[config.mk]
export PLATFORM = sky130hd
export DESIGN_NAME = cic_ctrl
export DESIGN_NICKNAME = d
export VERILOG_FILES = /design/src/rtl/cic_pkg.sv /design/src/rtl/cic_ctrl.sv
export SDC_FILE = /design/constraint.sdc
export NUM_CORES = 1
export LEC_CHECK = 0
export BUFFER_PORTS_ARGS = -buffer_cell sky130_fd_sc_hd__buf_2
export CORE_MARGIN = 2
export CORE_UTILIZATION = 40
export DETAILED_ROUTE_END_ITERATION = 10
export HOLD_SLACK_MARGIN = 0.05
export SYNTH_ARGS = -nofsm -noshare
export SYNTH_HDL_FRONTEND = slang
export SYNTH_SLANG_ARGS = --single-unit
[constraint.sdc]
create_clock -name clk -period 2.75 [get_ports clk]
set_input_delay 0.275 -clock clk [delete_from_list [all_inputs] [get_ports clk]]
set_output_delay 0.275 -clock clk [all_outputs]
set_load 0.02 [all_outputs]
[src/rtl/cic_pkg.sv]
// cic_pkg: shared types and constants for the custom ISA CPU core.
// No dependencies.
package cic_pkg;

  localparam int unsigned INSN_BYTES = 5;

  typedef enum logic [1:0] {
    CMD_WRITE = 2'd0,
    CMD_READ  = 2'd1,
    CMD_EXEC  = 2'd2,
    CMD_NOP   = 2'd3
  } cmd_t;

  typedef enum logic [7:0] {
    OP_ADD = 8'd0, OP_ADDW = 8'd1, OP_ADDI = 8'd2, OP_ADDIW = 8'd3,
    OP_JMP = 8'd4, OP_JMPI = 8'd5, OP_JEQ = 8'd6, OP_JEQI = 8'd7,
    OP_JNE = 8'd8, OP_JNEI = 8'd9, OP_JLT = 8'd10, OP_JLTI = 8'd11,
    OP_JGT = 8'd12, OP_JGTI = 8'd13, OP_PUSH = 8'd14, OP_PUSHW = 8'd15,
    OP_POP = 8'd16, OP_POPW = 8'd17, OP_MOV = 8'd18, OP_MOVW = 8'd19,
    OP_LDI = 8'd20, OP_LDIW = 8'd21, OP_LDFA = 8'd22, OP_LDFAW = 8'd23,
    OP_LDFAI = 8'd24, OP_LDFAIW = 8'd25, OP_STA = 8'd26, OP_STAW = 8'd27,
    OP_STAI = 8'd28, OP_STAIW = 8'd29, OP_CMP = 8'd30, OP_CMPW = 8'd31,
    OP_CMPI = 8'd32, OP_CMPIW = 8'd33, OP_HLT = 8'd34, OP_AND = 8'd35,
    OP_ANDW = 8'd36, OP_ANDI = 8'd37, OP_ANDIW = 8'd38, OP_OR = 8'd39,
    OP_ORW = 8'd40, OP_ORI = 8'd41, OP_ORIW = 8'd42, OP_INV = 8'd43,
    OP_INVW = 8'd44, OP_XOR = 8'd45, OP_XORW = 8'd46, OP_XORI = 8'd47,
    OP_XORIW = 8'd48, OP_REGADD = 8'd49, OP_REGADDW = 8'd50, OP_INY = 8'd51,
    OP_INX = 8'd52
  } op_t;

  // memory address source chosen by the controller
  typedef enum logic [2:0] {
    AS_HOST  = 3'd0,  // host address
    AS_FETCH = 3'd1,  // ip + fetch count
    AS_EA    = 3'd2,  // effective address
    AS_EA1   = 3'd3,  // effective address + 1
    AS_SP    = 3'd4,  // stack pointer
    AS_SPM1  = 3'd5,  // stack pointer - 1
    AS_SPP1  = 3'd6,  // stack pointer + 1
    AS_SPP2  = 3'd7   // stack pointer + 2
  } asel_t;

  // write data source
  typedef enum logic [1:0] {
    WD_HOST = 2'd0,
    WD_HI   = 2'd1,
    WD_LO   = 2'd2
  } wsel_t;

  // controller -> datapath
  typedef struct packed {
    logic       mem_en;
    logic       mem_we;
    asel_t      asel;
    wsel_t      wsel;
    logic       latch_cmd;  // capture host transaction
    logic [2:0] fbyte;      // fetch byte index being requested
    logic       fetch_cap;  // capture read data into fetch byte
    logic       decode;     // compute operands, latch ea / store value
    logic       cap_hi;     // capture read data as high data byte
    logic       cap_lo;     // capture read data as low data byte
    logic       exec;       // commit architectural update
    logic       result;     // load result register
  } ctl_t;

  // datapath -> controller
  typedef struct packed {
    logic  is_exec;
    logic  is_write;
    logic  is_read;
    logic  fault;
    logic  nrd;       // instruction reads data memory
    logic  rd_two;
    logic  nwr;
    logic  wr_two;
    logic  rd_stack;  // read uses stack addressing
    logic  wr_stack;
  } sts_t;

endpackage

[src/rtl/cic_ctrl.sv]
// cic_ctrl: sequencer for host transactions and instruction steps.
// Depends on cic_pkg.
module cic_ctrl (
  input  logic          clk,
  input  logic          rst_n,
  input  logic          in_valid,
  output logic          in_stall,
  output logic          out_valid,
  input  logic          out_stall,
  input  cic_pkg::sts_t sts,
  output cic_pkg::ctl_t ctl
);
  import cic_pkg::*;

  typedef enum logic [7:0] {
    S_IDLE  = 8'b0000_0001,
    S_HOST  = 8'b0000_0010,  // host read/write or first fetch issued, wait data
    S_FETCH = 8'b0000_0100,
    S_DEC   = 8'b0000_1000,
    S_MEM   = 8'b0001_0000,
    S_EXEC  = 8'b0010_0000,
    S_OUT   = 8'b0100_0000,
    S_FIN   = 8'b1000_0000   // result register loads
  } state_t;

  state_t     state_r, state_nxt;
  logic [2:0] cnt_r, cnt_nxt;
  logic       outv_r, outv_nxt;

  // accept only when idle and the output register is free
  assign in_stall  = !(state_r == S_IDLE) || outv_r;
  assign out_valid = outv_r;

  always_comb begin
    ctl = '0;
    ctl.asel = AS_HOST;
    ctl.wsel = WD_HOST;
    state_nxt = state_r;
    cnt_nxt = cnt_r;
    outv_nxt = outv_r && out_stall;
    unique case (state_r)
      S_IDLE: if (in_valid && !in_stall) begin
        ctl.latch_cmd = 1'b1;
        state_nxt = S_HOST;
      end
      S_HOST: begin
        if (sts.is_exec) begin
          ctl.mem_en = 1'b1; ctl.asel = AS_FETCH; ctl.fbyte = 3'd0;
          cnt_nxt = 3'd1; state_nxt = S_FETCH;
        end else begin
          ctl.mem_en = sts.is_write || sts.is_read;
          ctl.mem_we = sts.is_write;
          state_nxt = S_FIN;
        end
      end
      S_FETCH: begin
        // capture the byte requested last cycle, request the next one if any
        ctl.fetch_cap = 1'b1;
        if (cnt_r == 3'(INSN_BYTES)) begin
          state_nxt = S_DEC;
        end else begin
          ctl.mem_en = 1'b1; ctl.asel = AS_FETCH; ctl.fbyte = cnt_r;
          cnt_nxt = cnt_r + 3'd1;
        end
      end
      S_DEC: begin
        ctl.decode = 1'b1; cnt_nxt = '0;
        state_nxt = (!sts.fault && (sts.nrd || sts.nwr)) ? S_MEM : S_EXEC;
      end
      S_MEM: begin
        // step 0: first access; step 1: second access / capture first;
        // step 2: capture second
        cnt_nxt = cnt_r + 3'd1;
        if (sts.nwr) begin
          ctl.mem_en = 1'b1; ctl.mem_we = 1'b1;
          if (cnt_r == 3'd0) begin
            ctl.asel = sts.wr_stack ? AS_SP : AS_EA;
            ctl.wsel = sts.wr_two ? WD_HI : WD_LO;
            if (!sts.wr_two) state_nxt = S_EXEC;
          end else begin
            ctl.asel = sts.wr_stack ? AS_SPM1 : AS_EA1;
            ctl.wsel = WD_LO;
            state_nxt = S_EXEC;
          end
        end else begin
          if (cnt_r == 3'd0) begin
            ctl.mem_en = 1'b1;
            ctl.asel = sts.rd_stack ? (sts.rd_two ? AS_SPP2 : AS_SPP1) : AS_EA;
          end else if (cnt_r == 3'd1) begin
            if (sts.rd_two) begin
              ctl.mem_en = 1'b1;
              ctl.asel = sts.rd_stack ? AS_SPP1 : AS_EA1;
              ctl.cap_hi = 1'b1;
            end else begin
              ctl.cap_lo = 1'b1; state_nxt = S_EXEC;
            end
          end else begin
            ctl.cap_lo = 1'b1; state_nxt = S_EXEC;
          end
        end
      end
      S_EXEC: begin
        ctl.result = 1'b1;
        ctl.exec = !sts.fault;
        state_nxt = S_OUT;
      end
      S_FIN: begin
        ctl.result = 1'b1;
        state_nxt = S_OUT;
      end
      S_OUT: begin
        outv_nxt = 1'b1;
        state_nxt = S_IDLE;
      end
      default: state_nxt = S_IDLE;
    endcase
  end

  always_ff @(posedge clk) begin
    if (!rst_n) begin
      state_r <= S_IDLE; cnt_r <= '0; outv_r <= 1'b0;
    end else begin
      state_r <= state_nxt; cnt_r <= cnt_nxt; outv_r <= outv_nxt;
    end
  end
endmodule

==> reports/results.tsv <==
stage	metric	value	unit
outcome	status	complete, no violations	
power	Seq pwr share	36.8	%
routing	Avg WL per Cell	14.7	microns
global_routing	first-pass GRT wire length	4480	microns
routing	DRT antenna net count	0	
floorplan	Total Die Area	3130	sq um
placement	# port buffers	32	
routing	drt drc	0	
clock_network	CTS root buffer	clkbuf_4	
synthesis	Post-Syn Instances	132	
final_layout	commonest non-fill, non-tap cell in the layout	buf_2	
synthesis	Post-synth EDFFs	0	
clock_network	Post-CTS Resized	0	
worst_setup_path	cell family with most CP delay	simple AND/OR/NAND/NOR gates	
power	Sw Ratio	42.2	%
sta	Pins Over Slew Limit	0	
routing	via count of the routed design	1089	
final_layout	multi-input logic area	733	sq um
worst_setup_path	Crit path depth	4	
global_routing	total grt overflow	0	
worst_setup_path	FF-to-FF setup slack	1.06	ns
sta	Worst slew margin	71.3	%
worst_setup_path	Critical R2R Capture	state_r[3]	
clock_network	CTS H-tree depth	1	
worst_setup_path	Critical Path End Type	output pin	
worst_setup_path	CP Launch Point	state_r[4]	
power	sw power	0.247	mW
worst_setup_path	Critical path buffers and inverters	1	
sta	fin crit period	2.23	ns
power	Internal	0.337	mW
power	P_leak	0.536	nW
worst_setup_path	WS Path Type	register to output pin	
synthesis	Main synth FF type	dfxtp_1	
worst_setup_path	crit start category	register	
placement	gpl congestion	0.855	
sta	Peak Freq	0.448	GHz
synthesis	Seq/Total Area, Yosys	22.2	%
worst_setup_path	crit-path max cell delay	0.54	ns
job	Max Cap Viol	0	
final_layout	most frequent cells in the layout	buf_2, dfxtp_1, nor2_1, inv_1, nand2_1	
clock_network	CTS tree	built	
worst_setup_path	CP required	2.48	ns
min_path	Hold Crit Class	primary input to register	
clock_network	total CTS buffers	3	
clock_network	clk slew on worst S/H paths	0.07	ns
synthesis	synth unique cells	50	
clock_network	# clock sinks	12	
worst_setup_path	cells along the critical path	nor2b_1, nand4_1, nor4b_1, buf_2	
floorplan	Rows	18	
global_routing	initial antenna violation count	0	
placement	hpwl dp	2200	microns
routing	Post-Route WL	2780	microns
clock_network	hold buffer count at CTS	0	
placement	dpl cells	186	
worst_setup_path	Worst setup endpoint	ctl[3]	
floorplan	Initial Util	42.8	%
final_layout	# diodes	0	
routing	number of DRC markers in iteration 0	35	
sta	measured slew at the worst slew-check pin	0.430	ns
final_layout	register area	240	sq um
clock_network	CTS max path bufs	2	
sta	final-report hold violation count	0	
floorplan	Die H	56.0	microns
sta	skew final	0.00114	ns
floorplan	IO Count	33	
power	power per cell area	474	nW/um^2
worst_setup_path	Max stage delay cell, worst path	dfxtp_1	
sta	total negative slack	0	ns
synthesis	number of synthesis warnings	0	
floorplan	area of the core	2520	sq um
floorplan	chip width	56.0	microns
final_layout	Final Instance Count excl. Fillers	189	
final_layout	Layout area overhead	14.0	%
worst_setup_path	worst path arrival time	1.96	ns
final_layout	Util after Layout	48.8	%
final_layout	Nets	178	
synthesis	Post-Syn Area	1080	sq um
worst_setup_path	R2R cell count	4	
synthesis	asr flop ratio synth	0	%
final_layout	Filler Cells Inserted	277	
worst_setup_path	Worst Path Max Fanout	10	
min_path	worst hold stages	2	
clock_network	setup repair bufs after CTS	0	
clock_network	Skew-Pair Late Insertion Delay	0.27	ns
worst_setup_path	worst reg2reg path startpoint	state_r[3]	
power	peak supply drop	314	uV
synthesis	Synthesized Nets	149	
synthesis	post-synthesis sequential element count	12	
sta	RSZ-0062 raised after global routing	no	
power	Comb pwr share	44.5	%
global_routing	via count of the first global-routing pass	1004	
sta	Period Utilization, post-route	81.2	%
global_routing	Total GRT Usage	18.2	%
synthesis	Synth Area per Inst	8.18	sq um
final_layout	layout cells sized above 1	30.8	%
power	clock group share of total power	18.8	%
global_routing	largest net degree at the start of global routing	13	
routing	Vias/cell	5.76	
sta	Setup Viol. Count Final	0	
routing	drt pass-1 iters	4	
-- how the worst min path moves through the flow --
stage | start | to | slack, ns
6_report | sts[9] | state_r[7] | 0.23
3_5_place_dp | cnt_r[1] | cnt_r[1] | 0.47
2_1_floorplan | sts[9] | state_r[7] | 0.35
4_1_cts | sts[9] | state_r[7] | 0.23
5_1_grt | sts[9] | state_r[7] | 0.25
3_3_place_gp | cnt_r[1] | cnt_r[1] | 0.46
-- kinds of logic after synthesis --
logic type      after synthesis  synth area share (%)
simple gates                 63                  38.1
compound gates               30                  21.3
buf+inv                      18                  9.85
flops                        12                  22.2
xor+xnor                      5                  4.06
fa+ha+maj                     3                  3.48
mux                           1                 0.927
-- routing by layer --
metal | track usage [%] | wire length [microns]
met5 | 0 | 0
met4 | 8.16 | 41
met3 | 3.49 | 189
met2 | 29.1 | 1270
met1 | 23.8 | 1280
-- power groups by stage --
stage	clock (mW)	sequential, mW	combinational, mW
after floorplan	0	0.211	0.196
after global placement	0	0.219	0.257
after detailed placement	0	0.219	0.258
after CTS	0.115	0.214	0.260
after global routing	0.120	0.218	0.285
final	0.109	0.214	0.260
-- synth_stat cells (2+ instances only) --
cell,instances,share of area (%)
dfxtp_1,12,22
xor2_1,3,2.4
buf_6,4,4.2
nor4_4,2,3.9
nand2b_1,2,1.2
o21ai_1,2,0.93
nor3_2,2,1.9
o21a_1,2,1.4
nand4b_1,2,1.6
xnor2_1,2,1.6
buf_4,2,1.4
a211oi_2,2,2.3
nor2b_1,6,3.5
a22oi_1,3,2.1
nand4_1,3,1.7
nand2_1,9,3.1
o21ai_0,4,1.9
inv_1,9,3.1
a21oi_1,3,1.4
o2111ai_1,2,1.6
o31ai_1,2,1.4
nor4b_1,4,3.2
nand3_1,4,1.9
nor2_1,11,3.8
nor3_1,8,3.7
ha_1,3,3.5
-- stage by stage --
stage / power (mW) / cell area [sq um] / hold WS, ns / worst slack (ns)
after floorplan: 0.407 / 1080 / 0.354 / 0.809
after global placement: 0.476 / 1210 / 0.462 / 0.921
after detailed placement: 0.477 / 1210 / 0.474 / 0.883
after CTS: 0.589 / 1230 / 0.228 / 0.571
after global routing: 0.623 / 1230 / 0.255 / 0.388
final: 0.584 / 1230 / 0.235 / 0.517
-- cell type report --
class | count | area share, %
multi-input cells | 102 | 59.6
clock buffers | 3 | 1.83
inverters | 10 | 3.05
well taps | 30 | 3.05
flip-flops and latches | 12 | 19.5
repair buffers | 32 | 13.0
-- flip-flops by register name, indices dropped and copies added (netlist names) --
register and flops:
out_valid 1, cnt_r 3, state_r 8
Note: power is estimated with default switching activity, not from simulation.
